[config.mk]
export PLATFORM = sky130hd
export DESIGN_NAME = interval_deadline_rearm_flat
export DESIGN_NICKNAME = d
export VERILOG_FILES = /design/src/design/idr_pkg.sv /design/src/design/idr_if.sv /design/src/design/idr_prep.sv /design/src/design/idr_div_stage.sv /design/src/design/idr_final.sv /design/src/design/interval_deadline_rearm.sv /design/src/flat_wrapper.sv
export SDC_FILE = /design/constraint.sdc
export NUM_CORES = 2
export LEC_CHECK = 0
export CELL_PAD_IN_SITES_DETAIL_PLACEMENT = 2
export CELL_PAD_IN_SITES_GLOBAL_PLACEMENT = 2
export CORE_MARGIN = 5
export CORE_UTILIZATION = 40
export CTS_CLUSTER_DIAMETER = 120
export DETAILED_ROUTE_END_ITERATION = 12
export DONT_BUFFER_PORTS = 1
export PLACE_DENSITY_LB_ADDON = 0.1
export SYNTH_ARGS = -nofsm -noshare
export SYNTH_HDL_FRONTEND = slang
export SYNTH_SLANG_ARGS = --single-unit
[constraint.sdc]
create_clock -name clk -period 17.7 [get_ports clk]
set_input_delay 0.885 -clock clk [delete_from_list [all_inputs] [get_ports clk]]
set_output_delay 0.885 -clock clk [all_outputs]
set_load 0.03 [all_outputs]
[src/design/idr_pkg.sv]
// Shared types, constants and helpers for the interval deadline rearm block.
package idr_pkg;

	localparam int TIME_WIDTH = 32;
	localparam int FIELD_W    = 32;
	localparam int DIV_STEPS  = 4;
	localparam int DIV_STAGES = (TIME_WIDTH + DIV_STEPS - 1) / DIV_STEPS;
	localparam int DIV_IDX_W  = $clog2(DIV_STAGES);

	typedef logic [TIME_WIDTH-1:0] time_t;
	typedef logic [FIELD_W-1:0]    field_t;
	typedef logic [2:0]            outcome_t;

	localparam logic OP_LENIENT = 1'b0;
	localparam logic OP_STRICT  = 1'b1;

	localparam outcome_t OUT_ON_TIME   = 3'd0;
	localparam outcome_t OUT_RESYNC    = 3'd1;
	localparam outcome_t OUT_RESTART   = 3'd2;
	localparam outcome_t OUT_SKIPPED   = 3'd3;
	localparam outcome_t OUT_ZERO_STEP = 3'd4;

	typedef struct packed {
		logic   opcode;
		field_t old_deadline;
		field_t step;
		field_t now;
	} req_t;

	typedef struct packed {
		field_t   new_deadline;
		outcome_t outcome;
		field_t   steps_missed;
	} res_t;

	// in-flight item: dq holds the dividend shifting out and quotient shifting in
	typedef struct packed {
		logic  opcode;
		time_t t;
		time_t step;
		time_t now_plus;
		time_t late;
		time_t rem;
		time_t dq;
	} work_t;

	function automatic time_t to_time(input field_t f);
		return TIME_WIDTH'(f);
	endfunction

	function automatic field_t to_field(input time_t x);
		return FIELD_W'(x);
	endfunction

endpackage

[src/design/idr_if.sv]
// Request and result channel interfaces.
interface idr_req_if;
	import idr_pkg::*;
	logic valid;
	logic ready;
	req_t data;
	modport source(output valid, output data, input ready);
	modport sink(input valid, input data, output ready);
endinterface

interface idr_res_if;
	import idr_pkg::*;
	logic valid;
	logic ready;
	res_t data;
	modport source(output valid, output data, input ready);
	modport sink(input valid, input data, output ready);
endinterface

[src/design/idr_prep.sv]
// First stage: tentative deadline, lateness and now plus step.
module idr_prep (
	input  logic           clk,
	input  logic           arst_n,
	idr_req_if.sink        req,
	output idr_pkg::work_t pipe_s1,
	output logic           valid_s1,
	input  logic           dn_ready
);
	import idr_pkg::*;

	logic  en;
	time_t o;
	time_t s;
	time_t n;
	time_t t;

	assign en        = !valid_s1 || dn_ready;
	assign req.ready = en;

	assign o = to_time(req.data.old_deadline);
	assign s = to_time(req.data.step);
	assign n = to_time(req.data.now);
	assign t = o + s;

	always_ff @(posedge clk or negedge arst_n) begin
		if (!arst_n) begin
			valid_s1 <= 1'b0;
		end else if (en) begin
			valid_s1 <= req.valid;
		end
	end

	always_ff @(posedge clk) begin
		if (en) begin
			pipe_s1.opcode   <= req.data.opcode;
			pipe_s1.t        <= t;
			pipe_s1.step     <= s;
			pipe_s1.now_plus <= n + s;
			pipe_s1.late     <= n - t;
			pipe_s1.rem      <= '0;
			pipe_s1.dq       <= n - t;
		end
	end

	a_accept_fills: assert property (@(posedge clk) disable iff (!arst_n)
		req.valid && req.ready |=> valid_s1)
		else $error("accepted request did not reach stage 1");

	a_stall_holds: assert property (@(posedge clk) disable iff (!arst_n)
		valid_s1 && !dn_ready |=> valid_s1 && $stable(pipe_s1))
		else $error("stage 1 changed while stalled");

endmodule

[src/design/idr_div_stage.sv]
// One divider stage: a few restoring division steps of lateness by step.
module idr_div_stage (
	input  logic                         clk,
	input  logic                         arst_n,
	input  logic [idr_pkg::DIV_IDX_W-1:0] idx,
	input  idr_pkg::work_t               up,
	input  logic                         up_valid,
	output logic                         up_ready,
	output idr_pkg::work_t               div_sk,
	output logic                         valid_sk,
	input  logic                         dn_ready
);
	import idr_pkg::*;

	logic              en;
	work_t             w;
	logic [TIME_WIDTH:0] trial;

	assign en       = !valid_sk || dn_ready;
	assign up_ready = en;

	always_comb begin
		w     = up;
		trial = '0;
		for (int i = 0; i < DIV_STEPS; i++) begin
			if (int'(idx) * DIV_STEPS + i < TIME_WIDTH) begin
				trial = {w.rem, w.dq[TIME_WIDTH-1]};
				if (trial >= {1'b0, w.step}) begin
					w.rem = TIME_WIDTH'(trial - {1'b0, w.step});
					w.dq  = {w.dq[TIME_WIDTH-2:0], 1'b1};
				end else begin
					w.rem = TIME_WIDTH'(trial);
					w.dq  = {w.dq[TIME_WIDTH-2:0], 1'b0};
				end
			end
		end
	end

	always_ff @(posedge clk or negedge arst_n) begin
		if (!arst_n) begin
			valid_sk <= 1'b0;
		end else if (en) begin
			valid_sk <= up_valid;
		end
	end

	always_ff @(posedge clk) begin
		if (en) begin
			div_sk <= w;
		end
	end

	a_rem_bound: assert property (@(posedge clk) disable iff (!arst_n)
		valid_sk && div_sk.step != '0 |-> div_sk.rem < div_sk.step)
		else $error("partial remainder not below divisor");

endmodule

[src/design/idr_final.sv]
// Last stage: outcome select and result register.
module idr_final (
	input  logic           clk,
	input  logic           arst_n,
	input  idr_pkg::work_t up,
	input  logic           up_valid,
	output logic           up_ready,
	idr_res_if.source      res
);
	import idr_pkg::*;

	logic  en;
	logic  valid_q;
	res_t  out_q;
	res_t  r;
	logic  neg;
	logic  late_zero;

	assign en        = !valid_q || res.ready;
	assign up_ready  = en;
	assign res.valid = valid_q;
	assign res.data  = out_q;

	assign neg       = up.late[TIME_WIDTH-1];
	assign late_zero = (up.late == '0);

	always_comb begin
		r.new_deadline = to_field(up.t);
		r.outcome      = OUT_ON_TIME;
		r.steps_missed = '0;
		if (up.opcode == OP_LENIENT) begin
			if (!neg) begin
				if (up.late > up.step) begin
					r.new_deadline = to_field(up.now_plus);
					r.outcome      = OUT_RESTART;
				end else begin
					r.new_deadline = to_field(up.t + up.step);
					r.outcome      = OUT_RESYNC;
				end
			end
		end else begin
			if (!neg && !late_zero) begin
				if (up.step == '0) begin
					r.outcome = OUT_ZERO_STEP;
				end else begin
					// t + (q+1)*step == now - rem + step
					r.new_deadline = to_field(up.now_plus - up.rem);
					r.outcome      = OUT_SKIPPED;
					r.steps_missed = to_field(up.dq);
				end
			end
		end
	end

	always_ff @(posedge clk or negedge arst_n) begin
		if (!arst_n) begin
			valid_q <= 1'b0;
		end else if (en) begin
			valid_q <= up_valid;
		end
	end

	always_ff @(posedge clk) begin
		if (en) begin
			out_q <= r;
		end
	end

	a_missed_only_skip: assert property (@(posedge clk) disable iff (!arst_n)
		valid_q && out_q.outcome != OUT_SKIPPED |-> out_q.steps_missed == '0)
		else $error("steps_missed set outside skip outcome");

	a_last_fills: assert property (@(posedge clk) disable iff (!arst_n)
		up_valid && up_ready |=> valid_q)
		else $error("item lost entering result register");

endmodule

[src/design/interval_deadline_rearm.sv]
// Top level of the interval deadline rearm block.
// Throughput: one request per cycle while the result side is ready; every stage has its own valid bit and ready.
// The divider is a pipelined restoring divider, four quotient bits per stage.
// Reset clears only the stage valid bits; the stage data registers are not reset.
module interval_deadline_rearm (
	input  logic      clk,
	input  logic      arst_n,
	idr_req_if.sink   req,
	idr_res_if.source res
);
	import idr_pkg::*;

	work_t stage_w [DIV_STAGES+1];
	logic  stage_v [DIV_STAGES+1];
	logic  stage_r [DIV_STAGES+1];

	idr_prep u_prep (
		.clk      (clk),
		.arst_n   (arst_n),
		.req      (req),
		.pipe_s1  (stage_w[0]),
		.valid_s1 (stage_v[0]),
		.dn_ready (stage_r[0])
	);

	for (genvar k = 0; k < DIV_STAGES; k++) begin : g_div
		idr_div_stage u_div (
			.clk      (clk),
			.arst_n   (arst_n),
			.idx      (DIV_IDX_W'(k)),
			.up       (stage_w[k]),
			.up_valid (stage_v[k]),
			.up_ready (stage_r[k]),
			.div_sk   (stage_w[k+1]),
			.valid_sk (stage_v[k+1]),
			.dn_ready (stage_r[k+1])
		);
	end

	idr_final u_final (
		.clk      (clk),
		.arst_n   (arst_n),
		.up       (stage_w[DIV_STAGES]),
		.up_valid (stage_v[DIV_STAGES]),
		.up_ready (stage_r[DIV_STAGES]),
		.res      (res)
	);

endmodule
[src/flat_wrapper.sv]
// flat-port wrapper written by rule: the top's interface ports become plain ports
module interval_deadline_rearm_flat import idr_pkg::*;
  (clk, arst_n, req_valid, req_data, req_ready, res_valid, res_data, res_ready);
  idr_req_if req_i ();
  idr_res_if res_i ();
  input  logic clk;
  input  logic arst_n;
  input wire logic [$bits(req_i.valid)-1:0] req_valid;
  input wire logic [$bits(req_i.data)-1:0] req_data;
  output wire logic [$bits(req_i.ready)-1:0] req_ready;
  output wire logic [$bits(res_i.valid)-1:0] res_valid;
  output wire logic [$bits(res_i.data)-1:0] res_data;
  input wire logic [$bits(res_i.ready)-1:0] res_ready;
  assign req_i.valid = req_valid;
  assign req_i.data = req_data;
  assign req_ready = req_i.ready;
  assign res_valid = res_i.valid;
  assign res_data = res_i.data;
  assign res_i.ready = res_ready;
  interval_deadline_rearm u_core (.clk(clk), .arst_n(arst_n), .req(req_i), .res(res_i));
endmodule
; After elaboration in Yosys (flattened, before gate mapping)
; Cells that the tools add are included.
[word_totals]
register_bits = 1750
latch_bits = 0
ram_bits = 0
romBits = 0
output_inout_bits = 69
wordCells = 211
mem_count = 0
[classes]
addsub = 37
multipliers = 0
n_div = 0
order_cmp = 33
n_eq_ne = 0
shift = 0
muxes = 39
bitwise = 2
n_reduce_logical = 26
[ops]
columns = cell, n
row1 = $mux W64, 32
row2 = $sub A32 B32 Y32, 33
row3 = $ge A33 B32 Y1, 31
row4 = $mux W35, 3
row5 = $add A32 B32 Y32, 3
row6 = $mux W67, 1
row7 = $logic_not A32 Y1, 2
row8 = $mux W32, 2
row9 = $ge A1 B32 Y1, 1
row10 = $gt A32 B32 Y1, 1
row11 = $sub A1 B32 Y32, 1
row12 = $logic_not A1 Y1, 12
row13 = $logic_or A1 B1 Y1, 10
row14 = $mux W3, 1
row15 = $reduce_or A3 Y1, 1
row16 = $not A1 Y1, 2
row17 = $logic_and A1 B1 Y1, 1

; Logic depth before layout (Yosys ltp)
[depth]
depth_word = 11
ltp_mapped = 64
mapped_depth_nobuf = 56

; Cells and area by module
; Synthesis repeated with hierarchy kept, for this count alone.
[unflattened]
hier_cells = 12899
area_unflattened_um2 = 129785.7
[modules_own_cells]
columns = mod, n_inst, cells_per_inst, area_per_inst_um2, seq_area_each_um2
row1 = idr_div_stage (u_core.g_div[1].u_div ...), 6, 1412, 14151.1, 5820.6
row2 = idr_div_stage (u_core.g_div[3].u_div), 1, 1310, 14223.6, 5820.6
row3 = idr_div_stage (u_core.g_div[0].u_div), 1, 1345, 13895.8, 5820.6
row4 = idr_prep, 1, 834, 8963.6, 3898.7
row5 = idr_final, 1, 936, 7788.7, 2037.0
row6 = interval_deadline_rearm, 1, 2, 7.5, 0.0

; Worst setup path after synthesis
; Ideal clock, no wire load.
[synth_path]
kind = input-to-reg
from = in res_ready
to = reg u_core.u_prep.pipe_s1[100] (netlist name), enable pin
setup_ns = 1.816
arrival_time_ns = 16.789
t_required_ns = 15.884
setup_slack_ns = -0.905
stages = 6
n_path_buf = 0
path_cell_list = nor2b_1 -> nand3_1 -> nor2_1 -> nand3_1 -> nor2_1 -> nand4_1
[synth_between]
elab_chain_cells = 10
[synth_lines]
columns = element, line
row1 = start: declaration, flat_wrapper.sv:13  ; input wire logic [$bits(res_i.ready)-1:0] res_ready;
row2 = $logic_or A1 B1 Y1, idr_final.sv:19  ; assign en = !valid_q || res.ready;
row3 = $logic_or A1 B1 Y1 (2 in a row), idr_div_stage.sv:19  ; assign en = !valid_sk || dn_ready;
row4 = named net u_core.g_div[5].u_div.dn_ready, idr_div_stage.sv:11  ; input logic dn_ready
row5 = $logic_or A1 B1 Y1 (3 in a row), idr_div_stage.sv:19
row6 = named net u_core.g_div[2].u_div.dn_ready, idr_div_stage.sv:11
row7 = $logic_or A1 B1 Y1 (3 in a row), idr_div_stage.sv:19
row8 = $logic_or A1 B1 Y1, idr_prep.sv:18  ; assign en = !valid_s1 || dn_ready;
row9 = named net req_ready, flat_wrapper.sv:10  ; output wire logic [$bits(req_i.ready)-1:0] req_ready;
row10 = end: declaration, idr_prep.sv:6  ; output idr_pkg::work_t pipe_s1,
; The timed path passes the listed nets, and every way through them passes these cells.
; A chain may end at the register's enable or synchronous reset.

==> impl_metrics.env <==
export IMPL_required_ps=18330
export IMPL_drive_above_1_share_pct=9.25
export IMPL_synth_top_family_by_area="compound AO/OA/AOI/OAI gates"
export IMPL_first_global_vias=105000
export IMPL_synth_edf_count=1628
export IMPL_synth_fa_ha_area_share_pct=13.0
export IMPL_design_core_area_um2=297000
export IMPL_synth_top_area_cell="edfxtp_1"
export IMPL_dieWidth_um=556
export IMPL_ios=170
export IMPL_crit_path_start_kind="flop"
export IMPL_postSynthCellCount=11500
export IMPL_route_final_wire_length_um=517000
export IMPL_ys_async_sr_fraction_pct=0.611
export IMPL_grt_pass1_wl_um=742000
export IMPL_status="completed"
export IMPL_num_vias=97000
export IMPL_drt_iter0_drc=7309
export IMPL_gr_total_overflow=0
export IMPL_vias_per_cell=6.19
export IMPL_num_rows=200
export IMPL_placed_area_um2=124000
export IMPL_finClkSkew_ps=84.4
export IMPL_crit_path_max_incr_delay_ps=700
export IMPL_area_growth_pct=9.44
export IMPL_end_kind="flop"
export IMPL_chipHeight_um=556
export IMPL_synth_simple_gate_area_share_pct=11.2
export IMPL_start_util_pct=40.1
export IMPL_period_share_pct=96.8
export IMPL_yosysWarnings=0
export IMPL_yosys_area_top_type_share_pct=41.1
export IMPL_syn_area_um2=119000
export IMPL_hpwl_um=403000
export IMPL_yosys_cell_count_top_type="edfxtp_1"
export IMPL_dieArea_um2=309000
export IMPL_cts_sinks=1638
export IMPL_crit_type="flop to flop"
export IMPL_max_slew_margin_pct=6.16
export IMPL_cts_root_buf="clkbuf_16"
export IMPL_final_max_slew_viol_count=0
export IMPL_fin_util_pct=43.9
export IMPL_maxCapViolations=0
export IMPL_antenna_found_initial=54
export IMPL_max_freq_mhz=58.4
export IMPL_ys_ff_latch=1638
export IMPL_critPathSlowestCell="edfxtp_1"
export IMPL_clk_latency_ps=940
export IMPL_cts_buffer_depth=4
export IMPL_cts_htree_levels=4
export IMPL_hold_viol_final=0
export IMPL_gp_congestion=0.937
export IMPL_synth_common_cells="1,628 x edfxtp_1, 1,181 x ha_1, 1,008 x a21oi_1"
export IMPL_crit_top_cell="o21ai_0"
export IMPL_fillers=31100
export IMPL_cts_made_buffers=194
export IMPL_crit_arrival_ps=17760
export IMPL_cts_tree="built"
export IMPL_yosys_top_cells_area="edfxtp_1 41%, ha_1 12%, mux2_2 5.5%, xnor2_1 4.8%, a21oi_1 4.2%"
export IMPL_synth_compound_area_share_pct=17.8
export IMPL_synth_flop_cell="edfxtp_1"
export IMPL_finalCriticalPeriod_ps=17140
export IMPL_ys_seq_area_share_pct=41.3
export IMPL_crit_path_max_fanout=43
export IMPL_synth_nets=12800
export IMPL_synth_xor_area_share_pct=6.83
export IMPL_avgRoutedWirePerCell_um=33.0
export IMPL_drc=0
export IMPL_setup_violations=0
export IMPL_dr_pass1_iters=6
export IMPL_grt_max_degree=147
export IMPL_track_usage_pct=32.2
export IMPL_port_buffers=0
export IMPL_avgSynthCellArea_um2=10.4
export IMPL_fin_area_um2=130000
export IMPL_ant_nets=0
export IMPL_muxShareOfSynthArea_pct=6.71
export IMPL_hold_path_class="primary input to flop"
export IMPL_nNetsFinal=12800
export IMPL_clk_pin_slew_ps=60
export IMPL_synth_cell_types=101
export IMPL_tightest_slew_ps=1390
routing by layer:
| metal | up-vias | wire (um) | track usage [%] |
|---|---|---|---|
| met5 | - | 147 | 0 |
| met4 | 22 | 33600 | 17.6 |
| met3 | 1127 | 23500 | 3.84 |
| met2 | 2975 | 256000 | 57.0 |
| met1 | 49700 | 204000 | 38.2 |
| li1 | 43200 | - | - |
cells by family after synthesis:
| family | Yosys count |
|---|---|
| AND/OR/NAND/NOR | 2710 |
| buffers and inverters | 991 |
| multiplexers | 721 |
| XOR/XNOR | 928 |
| AO/OA/AOI/OAI | 3265 |
| adder cells (fa/ha/maj) | 1217 |
| flip-flops | 1638 |
sequential cells by signal, summed over array words and instances (netlist names):
signal	flops
u_core.u_final.res.data	67
u_core.u_final.res.valid	1
u_core.g_div.u_div.valid_sk	8
u_core.u_prep.pipe_s1	129
u_core.g_div.u_div.div_sk	1432
u_core.u_prep.valid_s1	1
cell usage in the layout (no fill, tap or decap), drive strengths merged, types with 169 or more instances in the layout:
| master | n |
|---|---|
| nand2 | 676 |
| edfxtp | 1628 |
| inv | 790 |
| nand3 | 240 |
| o21ai | 612 |
| mux2 | 611 |
| ha | 1181 |
| xnor2 | 647 |
| nor3 | 172 |
| clkbuf | 233 |
| o21a | 169 |
| a21oi | 1010 |
| a21o | 519 |
| nor2 | 663 |
| xor2 | 281 |
worst paths after layout:
path,from,end,slack (ps),cells after the start
hold / removal,req_data[96],u_core.u_prep.pipe_s1[192]$_DFFE_PP_,60,0
hold reg to reg,u_core.g_div[0].u_div.div_sk[191]$_DFFE_PP_,u_core.g_div[1].u_div.div_sk[191]$_DFFE_PP_,380,0
min in group asynchronous,arst_n,u_core.u_final.res.valid$_DFFE_PN0P_,400,1
setup reg to reg,u_core.g_div[3].u_div.div_sk[129]$_DFFE_PP_,u_core.g_div[4].u_div.div_sk[48]$_DFFE_PP_,560,54
setup / recovery,u_core.g_div[3].u_div.div_sk[129]$_DFFE_PP_,u_core.g_div[4].u_div.div_sk[48]$_DFFE_PP_,560,54
max in group asynchronous,arst_n,u_core.g_div[4].u_div.valid_sk$_DFFE_PN0P_,16890,1
per-stage QoR:
| step | hold slack, ps | setup TNS (ps) | std cells | worst slack [ps] |
|---|---|---|---|---|
| final | 60.8 | 0 | 15700 | 563 |
| after global routing | 10.5 | -1460 | 15700 | -113 |
| after CTS | 13.9 | 0 | 15600 | 157 |
| after detailed placement | 406 | 0 | 15300 | 454 |
| after global placement | 400 | 0 | 15300 | 780 |
| after floorplan | 400 | 0 | 11500 | 1300 |
repair_timing:
item,4_1_cts,5_1_grt
endpoints found under the hold margin,10,0
buffers inserted,0,1
setup endpoints to repair,0,113
resized for setup,0,10
hold buffers,1,0
critical path, delay by kind of cell, from the launching register on:
| kind | cells | cell delay, ps |
|---|---|---|
| buf+inv | 7 | 2110 |
| compound gates | 31 | 9850 |
| simple gates | 10 | 1770 |
| fa+ha+maj | 4 | 1480 |
| flops | 1 | 700 |
| mux | 2 | 860 |
layout make-up:
type | count | area [um2] | area share (%)
Antenna cell | 38 | 95.1 | 0.0730
Clock buffer | 233 | 5040 | 3.87
Clock inverter | 120 | 1290 | 0.987
Inverter | 781 | 2950 | 2.27
Multi-Input combinational cell | 8842 | 66200 | 50.8
Sequential cell | 1638 | 49100 | 37.7
Tap cell | 3939 | 4930 | 3.78
Timing Repair Buffer | 73 | 604 | 0.464
Power is left out: the tool's default activity adds up to more than one toggle a clock period on the data nets, which glitch-free logic cannot reach.
